===== src/rtl/core/face_owner_neighbour_table_top_assert.svh =====
// Assertion macros for the face owner/neighbour table.
`ifndef FACE_OWNER_NEIGHBOUR_TABLE_TOP_ASSERT_SVH
`define FACE_OWNER_NEIGHBOUR_TABLE_TOP_ASSERT_SVH

`ifndef SYNTH
// same-cycle implication
`define FONT_ASSERT_IMP(label, clk, rst_n, ante, cons, msg) \
  label: assert property (@(posedge clk) disable iff (!rst_n) (ante) |-> (cons)) \
    else $error(msg);
// next-cycle implication
`define FONT_ASSERT_NXT(label, clk, rst_n, ante, cons, msg) \
  label: assert property (@(posedge clk) disable iff (!rst_n) (ante) |=> (cons)) \
    else $error(msg);
`else
`define FONT_ASSERT_IMP(label, clk, rst_n, ante, cons, msg)
`define FONT_ASSERT_NXT(label, clk, rst_n, ante, cons, msg)
`endif

`endif


===== src/rtl/core/fontab_pkg.sv =====
// Shared constants, codes and controller/datapath interface types.
package fontab_pkg;

  localparam int MAX_FACES   = 65536;
  localparam int MAX_CELLS   = 65536;
  localparam int FACE_AW     = $clog2(MAX_FACES);
  localparam int IDX_W       = 16;
  localparam int CELL_W      = 17;
  localparam int CNT_W       = 17;
  localparam int WORD_W      = 2 * CELL_W;
  localparam int IN_TDATA_W  = 32;
  localparam int OUT_TDATA_W = 56;
  localparam int OUT_PAD_W   = OUT_TDATA_W - 2 * CELL_W - CNT_W;

  localparam logic [CELL_W-1:0] EMPTY_CELL = {CELL_W{1'b1}};
  localparam logic [CNT_W-1:0]  COUNT_MAX  = {CNT_W{1'b1}};

  localparam logic OP_RECORD = 1'b0;
  localparam logic OP_READ   = 1'b1;

  typedef enum logic [1:0] {
    ST_OWNER     = 2'd0,
    ST_NEIGHBOUR = 2'd1,
    ST_CONFLICT  = 2'd2,
    ST_READ      = 2'd3
  } status_t;

  typedef struct packed {
    logic clr;     // write one empty entry of the clearing pass
    logic accept;  // input transfer: capture item, read table
    logic exec;    // update entry, load result register
  } cmd_t;

  typedef struct packed {
    logic clr_last;  // clearing pass at last entry
    logic out_free;  // result register may be loaded this cycle
  } sts_t;

endpackage


===== src/rtl/core/fontab_ctrl.sv =====
// Controller state machine: clearing pass, item accept, table update.
module fontab_ctrl
  import fontab_pkg::*;
(
  input  logic clk,
  input  logic rst_n,
  input  logic in_tvalid,
  output logic in_tready,
  input  sts_t sts,
  output cmd_t cmd
);

  typedef enum logic [2:0] {
    S_CLEAR = 3'b001,
    S_IDLE  = 3'b010,
    S_RMW   = 3'b100
  } state_t;

  state_t state_r, state_nxt;

  always_ff @(posedge clk) begin
    if (!rst_n) begin
      state_r <= S_CLEAR;
    end else begin
      state_r <= state_nxt;
    end
  end

  always_comb begin
    state_nxt  = state_r;
    cmd        = '0;
    in_tready  = 1'b0;
    unique case (state_r)
      S_CLEAR: begin
        cmd.clr = 1'b1;
        if (sts.clr_last) begin
          state_nxt = S_IDLE;
        end
      end
      S_IDLE: begin
        in_tready = 1'b1;
        if (in_tvalid) begin
          cmd.accept = 1'b1;
          state_nxt  = S_RMW;
        end
      end
      S_RMW: begin
        // hold the read word until the result register has room
        if (sts.out_free) begin
          cmd.exec  = 1'b1;
          state_nxt = S_IDLE;
        end
      end
      default: begin
        state_nxt = S_CLEAR;
      end
    endcase
  end

endmodule


===== config.mk =====
export PLATFORM = sky130hd
export DESIGN_NAME = fontab_ctrl
export DESIGN_NICKNAME = d
export VERILOG_FILES = /design/src/rtl/core/face_owner_neighbour_table_top_assert.svh /design/src/rtl/core/fontab_pkg.sv /design/src/rtl/core/fontab_ctrl.sv
export SDC_FILE = /design/constraint.sdc
export NUM_CORES = 1
export LEC_CHECK = 0
export ABC_AREA = 0
export BUFFER_PORTS_ARGS = -buffer_cell sky130_fd_sc_hd__buf_2
export CAP_MARGIN = 5
export CORE_AREA = 3 3 40 42
export CTS_CLUSTER_SIZE = 25
export DETAILED_ROUTE_END_ITERATION = 10
export DIE_AREA = 0 0 43 45
export PLACE_DENSITY = 0.35
export SLEW_MARGIN = 25
export SYNTH_ARGS = -nofsm -noshare
export SYNTH_HDL_FRONTEND = slang
export SYNTH_SLANG_ARGS = --single-unit

===== constraint.sdc =====
create_clock -name clk -period 1.1 [get_ports clk]
set_input_delay 0.11 -clock clk [delete_from_list [all_inputs] [get_ports clk]]
set_output_delay 0.11 -clock clk [all_outputs]
set_load 0.02 [all_outputs]

Word-level counts from Yosys, hierarchy flattened --
Cells that the tools add are included.
Storage, ports and cells: flip-flop bits (word level) 3, memory bits (read-only) 0, latch bits 0, input bits 5, logic and storage cells 18, memories 0, output and inout port bits 4, memory bits (writable) 0
Operators by class: reductions and logical operators 1, mux-type cells 10, divide/modulo/power cells 0, multiply operators 0, order comparisons 0, bitwise gates (word level) 0, eq/ne operators 6, add/sub/neg operators 0, shifts and indexed selects 0
Operator list (count):
- $mux W3 | 3
- $pmux W3 S3 | 1
- $mux W1 | 6
- $ne A2 B2 Y1 const B | 3
- $eq A3 B1 Y1 const B | 1
- $eq A3 B2 Y1 const B | 1
- $eq A3 B3 Y1 const B | 1
- $reduce_and A3 Y1 | 1

Depth between registers and ports, before layout --
Gate-level depths: netlist of run 1.
word-level depth 3, gate-level depth with buffers 3, depth with buffers taken out 2

Worst setup path after synthesis of run 1 --
No wires, ideal clock.
kind register to output, start point reg state_r[1], end point out cmd[1] (netlist bit), required time 0.990 ns, setup slack -0.327 ns, path buffers 0, arrival 1.317 ns, cell stages (with the launch flop) 3, cells stage by stage dfxtp_1 > nor3b_1 > and2_1
RTL lines:
- start, declared | RTL line fontab_ctrl.sv:19 | state_t state_r, state_nxt;
- start signal, assigned | RTL line fontab_ctrl.sv:25 | state_r <= state_nxt;
- end, declared | RTL line fontab_ctrl.sv:10 | output cmd_t cmd

==> results.yml, run 1 <==
outcome:
  status: "finished with violations"
  violations: "setup timing"
clocking:
  clock_latency_ps: 230
  cts_root_buf: "clkbuf_4"
  ctsHtreeMaxLevel: 1
  cts_made_buffers: 3
  path_clk_slew_ps: 30
  cts.path.max_buffers: 2
  cts_tree: "done"
  cts_hold_buf: 0
  cts.sinks: 3
final_layout:
  largestRegisters: "state_r (3)"
  stdcell_count: 55
  seq_area_um2: 68.8
  area_growth_pct: 126
  largest_register_ffs: 3
  diodes: 0
  num-fill-cells: 137
  drive_gt1_share_pct: 77.5
  regMostFlops: "state_r"
  multi_input_area_um2: 148
  final_nets: 46
pwr:
  p_total_mw: 0.647
  internal_power_mw: 0.464
  p_comb_share_pct: 48.1
  power_density_nw_per_um2: 1530
  switching_share_pct: 28.3
  p_clk_share_pct: 28.7
  p_leak_nw: 0.183
  peakVddDrop_uv: 720
  seq_power_share_pct: 23.2
  p_sw_mw: 0.183
logic_synthesis:
  syn_inst: 18
  ys_types: 15
  syn_nets: 23
  yosysWarnings: 0
  avgSynthCellArea_um2: 10.4
  syn-cell-area_um2: 188
  ys_seq_area_share_pct: 32.0
  synth_seq_cells: 3
global_routing:
  grt_antenna_before_repair: 0
  busiest_layer: "met2"
  grt_util_met2_pct: 10.8
  grt_pass1_wl_um: 924
  grt_overflow: 0
  grt_max_degree: 6
  grt.met1_usage_pct: 6.47
  grt_usage_pct: 6.73
  grtUsageMet3_pct: 1.20
  grt_pass1_vias: 230
route:
  num_vias: 229
  antenna_left: 0
  wl_um: 554
  drt_iter0_drc: 0
  route.detailed.drc: 0
  wl_per_cell_um: 10.1
  dr.pass1.iters: 1
  vias_per_cell: 4.16
critical_path:
  worstSetupPathType: "reg -> out"
  start_kind: "flop"
  endpoint_kind: "output port"
  arrival_ps: 1130
  crit_required_ps: 990
  cp_max_fo: 3
timing:
  final_critical_path_setup_slack_ps: -143
  rsz0062_at_grt: "true"
  setup_viol: 6
  finalHoldViolCount: 0
  maxSlewHeadroom_pct: 77.7
  fin_skew_ps: 1.87
  slew_viol_final: 0
  fin_crit_sh_pct: 113
  fin_crit_ps: 1240
  max_clock_freq_ghz: 0.805
  tightest_slew_ps: 329
place:
  dp_slack_ps: 1.62
  place_inst: 45
  gp_congestion: 0.685
  portBuffers: 8
floorplan:
  initial_core_util_pct: 14.6
  coreArea_um2: 1280
  die_w_um: 43
  rows: 13
  io_pins: 9
  dieArea_um2: 1940
  fp.dieH_um: 45
hold_path:
  hp-class: "in -> reg"
run:
  cap_violations: 0
-- synthesized netlist by cell type --
master	instances	share of area [%]
a21oi_1	1	2.7
and2_1	1	3.3
and4bb_2	1	6.7
buf_6	1	6.0
dfxtp_1	3	32
nand2b_1	1	3.3
nand3b_1	1	4.0
nor3b_1	2	8.0
nor4b_1	1	4.7
o2111ai_1	1	4.7
o21ai_0	1	2.7
o311a_1	1	5.3
or3b_1	1	4.7
or4b_4	1	7.3
xor2_1	1	4.7
-- routing by layer --
layer / share of wire, % / wire (um)
met1: 38 / 210
met2: 57 / 314
met3: 5.2 / 29
met4: 0 / 0
met5: 0 / 0
-- per-stage QoR --
stage / TNS [ps] / hold WS, ps / cell area, um2 / util [%]
2_1_floorplan: -28.7 / 206 / 206 / -
4_1_cts: -550 / 104 / 379 / 29.5
3_3_place_gp: 0 / 355 / 292 / 22.7
5_1_grt: -877 / 107 / 424 / 33.0
6_report: -600 / 114 / 424 / 33.0
3_5_place_dp: 0 / 359 / 292 / 22.7
-- cell usage in the layout (no fill, tap or decap), types with 2 or more instances in the layout --
cell	synthesis	final
nor3b_4	0	2
buf_2	0	4
buf_4	0	7
clkbuf_4	0	3
buf_6	1	8
dfxtp_4	0	2
-- critical path, cell delays in order, from the launching register on --
cell and delay [ps]:
dfxtp_4 340, buf_6 110, nor3b_4 190, and2_4 160
buf_6 100
-- final timing paths --
kind,to,slack [ps],depth (start not counted),startpoint
worst min-delay path,state_r[0],110,2,rst_n
worst max register to register,state_r[1],-110,3,state_r[2]
worst min register to register,state_r[2],610,3,state_r[1]
worst max-delay path,cmd[1],-140,4,state_r[2]
-- repair_timing --
action                                  in CTS  in global routing
gates resized for setup                     12                  6
buffers inserted                             3                  3
pin swaps                                    2                  3
endpoints found under the setup margin       5                  6
-- power by group through the flow --
stage	clock network (mW)	registers [mW]	logic [mW]
final	0.186	0.150	0.311
after global routing	0.207	0.153	0.338
after CTS	0.198	0.152	0.243
after detailed placement	0	0.157	0.190
after global placement	0	0.157	0.189
after floorplan	0	0.162	0.108
-- cell type report --
class	count	share of cell area [%]
Multi-Input combinational cell	14	34.8
Clock buffer	4	6.19
Sequential cell	3	16.2
Tap cell	15	4.42
Timing Repair Buffer	19	38.3
-- logic make-up (layout without fill, tap and decap cells) --
kind of cell | count (synthesis) | after routing | share of synthesized area [%]
AO/OA/AOI/OAI | 4 | 4 | 15.3
buffers and inverters | 1 | 23 | 6.00
flip-flops | 3 | 3 | 32.0
XOR/XNOR | 1 | 1 | 4.67
AND/OR/NAND/NOR | 9 | 9 | 42.0
Power figures use the tool's default switching activity.
==> run 2, diff against run 1 <==
HOLD_SLACK_MARGIN = 0.06   (was unset)
SETUP_SLACK_MARGIN = 0.15   (was unset)
==> run 2 against run 1 <==
  * First-iteration DRC count is the same
  * Sequential share of layout area down 0.14 points
  * Fmax barely moved
  * Combinational power about the same
  * Critical path type unchanged
  * Die area did not move
  * The flow still finishes with violations (setup timing)
  * Non-clock buffer count unchanged
  * Cell area up 0.88%
  * Sequential cell count is the same
==> results.yml, run 2 (synthesis results as in run 1) <==
clocking:
  ctsHtreeMaxLevel: 1
  cts_hold_buf: 0
  path_clk_slew_ps: 30
  clock_latency_ps: 230
  cts_root_buf: "clkbuf_4"
  cts.path.max_buffers: 2
  cts.sinks: 3
  cts_made_buffers: 3
  cts_tree: "done"
route:
  drt_iter0_drc: 0
  dr.pass1.iters: 1
  wl_um: 564
  antenna_left: 0
  num_vias: 227
  vias_per_cell: 4.13
  wl_per_cell_um: 10.3
  route.detailed.drc: 0
final_layout:
  final_area_um2: 428
  largestRegisters: "state_r (3)"
  area_growth_pct: 128
  diodes: 0
  mostFrequentLayoutCell: "buf_6"
  largest_register_ffs: 3
  final_nets: 46
  regMostFlops: "state_r"
  final_cell_mix: "buf_6, buf_4, buf_2"
  drive_gt1_share_pct: 80.0
floorplan:
  io_pins: 9
  fp.dieH_um: 45
  die_w_um: 43
  dieArea_um2: 1940
  initial_core_util_pct: 14.6
  coreArea_um2: 1280
  rows: 13
critical_path:
  cp_common_cell: "buf_6"
  start_kind: "flop"
  cp_slowest_stage_delay_ps: 340
  crit_required_ps: 990
  endpoint_kind: "output port"
  worstSetupPathType: "reg -> out"
  cp_max_fo: 3
  crit_chain: "buf_6, nor3b_4, and2_4, buf_6"
  slowest_stage: "dfxtp_4"
  arrival_ps: 1130
run:
  cap_violations: 0
timing:
  fin_crit_sh_pct: 113
  fin_tns_setup_ps: -597
  finalHoldViolCount: 0
  whs_ps: 114
  slew_viol_final: 0
  setup_viol: 6
  maxSlewHeadroom_pct: 76.6
  tightest_slew_ps: 346
  fin_crit_ps: 1240
  fin_skew_ps: 1.87
  max_clock_freq_ghz: 0.805
  final_critical_path_setup_slack_ps: -142
  rsz0062_at_grt: "true"
pwr:
  peakVddDrop_uv: 721
  power_density_nw_per_um2: 1520
  p_leak_nw: 0.183
place:
  portBuffers: 8
  dpl_cell_area_um2: 292
  dp_slack_ps: 1.62
  gp_congestion: 0.685
outcome:
  violations: "setup timing"
  status: "finished with violations"
global_routing:
  grt_usage_pct: 6.73
  grt_max_degree: 6
  grt_pass1_wl_um: 924
  grt_antenna_before_repair: 0
  grt_pass1_vias: 232
  grt_overflow: 0
hold_path:
  hp-class: "in -> reg"
[run 2: final timing paths]
| check | startpoint | endpoint | slack, ps | cells past startpoint |
|---|---|---|---|---|
| min reg2reg | state_r[1] | state_r[2] | 630 | 3 |
| max reg2reg | state_r[2] | state_r[1] | -110 | 3 |
| max | state_r[2] | cmd[1] | -140 | 4 |
| min | rst_n | state_r[0] | 110 | 2 |
[run 2: repair_timing]
| item | in CTS | in global routing |
|---|---|---|
| endpoints found under the setup margin | 7 | 7 |
| setup buffers | 3 | 3 |
| gates resized for setup | 12 | 7 |
| pin swaps | 2 | 3 |
[run 2: critical path, delay by kind of cell, from the launching register on]
family        cells  cell delay [ps]
flops             1              340
buf+inv           2              210
simple gates      2              350
[run 2: cell type report]
cell class                      count  area [um2]
Fill cell                         137         857
Clock buffer                        4        26.3
Timing Repair Buffer               19         163
Tap cell                           15        18.8
Sequential cell                     3        68.8
Multi-Input combinational cell     14         151
[run 2: per-stage QoR]
| stage | instances | total power [mW] | utilization [%] |
|---|---|---|---|
| floorplan | 18 | 0.269 | - |
| detailed placement | 45 | 0.347 | 22.7 |
| finish | 55 | 0.651 | 33.3 |
| CTS | 52 | 0.593 | 29.5 |
| global placement | 45 | 0.346 | 22.7 |
| global route | 55 | 0.701 | 33.3 |
[run 2: layer usage]
metal | up-vias | routed length, um | GRT usage [%]
met5 | - | 0 | 0
met1 | 104 | 211 | 6.47
met4 | 0 | 0 | 9.04
li1 | 117 | - | -
met2 | 6 | 323 | 10.8
met3 | 0 | 29 | 1.20
[run 2: power by group]
part | switching (mW) | leakage [nW] | total (mW) | internal (mW)
Sequential | 0.0187 | 0.0259 | 0.151 | 0.132
Clock | 0.0503 | 0.0150 | 0.186 | 0.135
Combinational | 0.117 | 0.142 | 0.314 | 0.197
Total | 0.186 | 0.183 | 0.651 | 0.465
==> run 3, diff against run 2 <==
CTS_BUF_LIST = sky130_fd_sc_hd__clkbuf_2   (was unset)
==> run 3 against run 2 <==
  * The run still ends with setup timing left
  * First-iteration DRC count is the same
  * Non-clock buffer count unchanged
  * Total power decreased by 5.7%
  * Setup slack better by 26 ps
  * Final cell count unchanged
  * Clock skew is 1.5 ps higher
  * Sequential power about the same
  * Utilization fell by 0.49 points
  * Sequential cell count stayed put
  * Register-to-register slack about the same
  * Critical path type is now reg -> reg
==> results.yml, run 3 (synthesis results as in run 1) <==
outcome:
  status: "finished with violations"
  violations: "setup timing"
final_layout:
  mostFrequentLayoutCell: "buf_6"
  final_cell_mix: "buf_6, buf_4, clkbuf_2, buf_2"
  finish.utilization_pct: 32.8
  drive_gt1_share_pct: 82.5
  largestRegisters: "state_r (3)"
  area_growth_pct: 125
  num-fill-cells: 136
  largest_register_ffs: 3
  diodes: 0
  final_nets: 46
  regMostFlops: "state_r"
global_routing:
  grt_pass1_vias: 232
  grtUsageMet3_pct: 1.20
  grt_max_degree: 6
  grt_usage_pct: 6.73
  grt_antenna_before_repair: 0
  busiest_layer: "met2"
  grt_overflow: 0
  grt_util_met2_pct: 10.8
  grt.met1_usage_pct: 6.47
  grt_pass1_wl_um: 924
pwr:
  p_leak_nw: 0.185
  p_total_mw: 0.613
  peakVddDrop_uv: 718
  power_density_nw_per_um2: 1450
floorplan:
  dieArea_um2: 1940
  coreArea_um2: 1280
  die_w_um: 43
  io_pins: 9
  rows: 13
  initial_core_util_pct: 14.6
  fp.dieH_um: 45
critical_path:
  path_buf_inv: 1
  arrival_ps: 1290
  start_kind: "flop"
  cp_top_family: "simple AND/OR/NAND/NOR gates"
  cp_slowest_stage_delay_ps: 490
  cp_max_fo: 4
  crit_required_ps: 1180
  worstSetupPathType: "reg -> reg"
  slowest_stage: "or4b_4"
  crit_chain: "buf_4, or4b_4, o311a_1"
  endpoint_kind: "flop"
clocking:
  clock_latency_ps: 200
  ctsHtreeMaxLevel: 1
  cts_made_buffers: 3
  cts.path.max_buffers: 2
  cts_hold_buf: 0
  cts.sinks: 3
  cts_root_buf: "clkbuf_2"
  cts_tree: "done"
  path_clk_slew_ps: 40
timing:
  fin_crit_sh_pct: 111
  slew_viol_final: 0
  max_clock_freq_ghz: 0.822
  rsz0062_at_grt: "true"
  maxSlewHeadroom_pct: 75.6
  fin_crit_ps: 1220
  finalHoldViolCount: 0
  setup_viol: 6
  tightest_slew_ps: 361
  fin_skew_ps: 3.40
  final_critical_path_setup_slack_ps: -116
run:
  cap_violations: 0
route:
  num_vias: 225
  antenna_left: 0
  vias_per_cell: 4.09
  dr.pass1.iters: 1
  wl_per_cell_um: 10.5
  drt_iter0_drc: 0
  wl_um: 575
  route.detailed.drc: 0
place:
  portBuffers: 8
  gp_congestion: 0.685
hold_path:
  hp-class: "in -> reg"
[run 3: final timing paths]
check / to / cells after the start / from / slack, ps
min reg2reg: state_r[2] / 3 / state_r[1] / 620
max: state_r[1] / 3 / state_r[2] / -120
min: state_r[0] / 2 / rst_n / 140
max reg2reg: state_r[1] / 3 / state_r[2] / -120
[run 3: layout make-up]
type / count / area (um2) / share of cell area, %
repair buffers: 19 / 163 / 38.6
multi-input cells: 14 / 151 / 35.9
flip-flops and latches: 3 / 68.8 / 16.3
clock buffers: 4 / 20.0 / 4.75
well taps: 15 / 18.8 / 4.45
[run 3: repair_timing]
item	in CTS	in global routing
buffers inserted	3	3
pin swaps	2	5
setup endpoints to repair	7	7
resized for setup	12	7
[run 3: layer usage]
layer | vias up | share of wire, %
li1 | 116 | -
met1 | 103 | 38
met4 | 0 | 0
met2 | 6 | 57
met5 | - | 0
met3 | 0 | 5.0
[run 3: through the flow]
step	setup WS, ps	cells	hold WS [ps]	cell area (um2)	TNS [ps]
final	-116	55	144	422	-491
after detailed placement	1.62	45	359	292	0
after CTS	-133	52	126	373	-480
after floorplan	-28.7	18	206	206	-28.7
after global routing	-189	55	126	422	-798
after global placement	11.3	45	355	292	0
[run 3: power by group]
part           internal (mW)  switching [mW]  total, mW
Clock                 0.0958          0.0520      0.148
Sequential             0.132          0.0190      0.151
Combinational          0.197           0.117      0.315
Total                  0.425           0.188      0.613
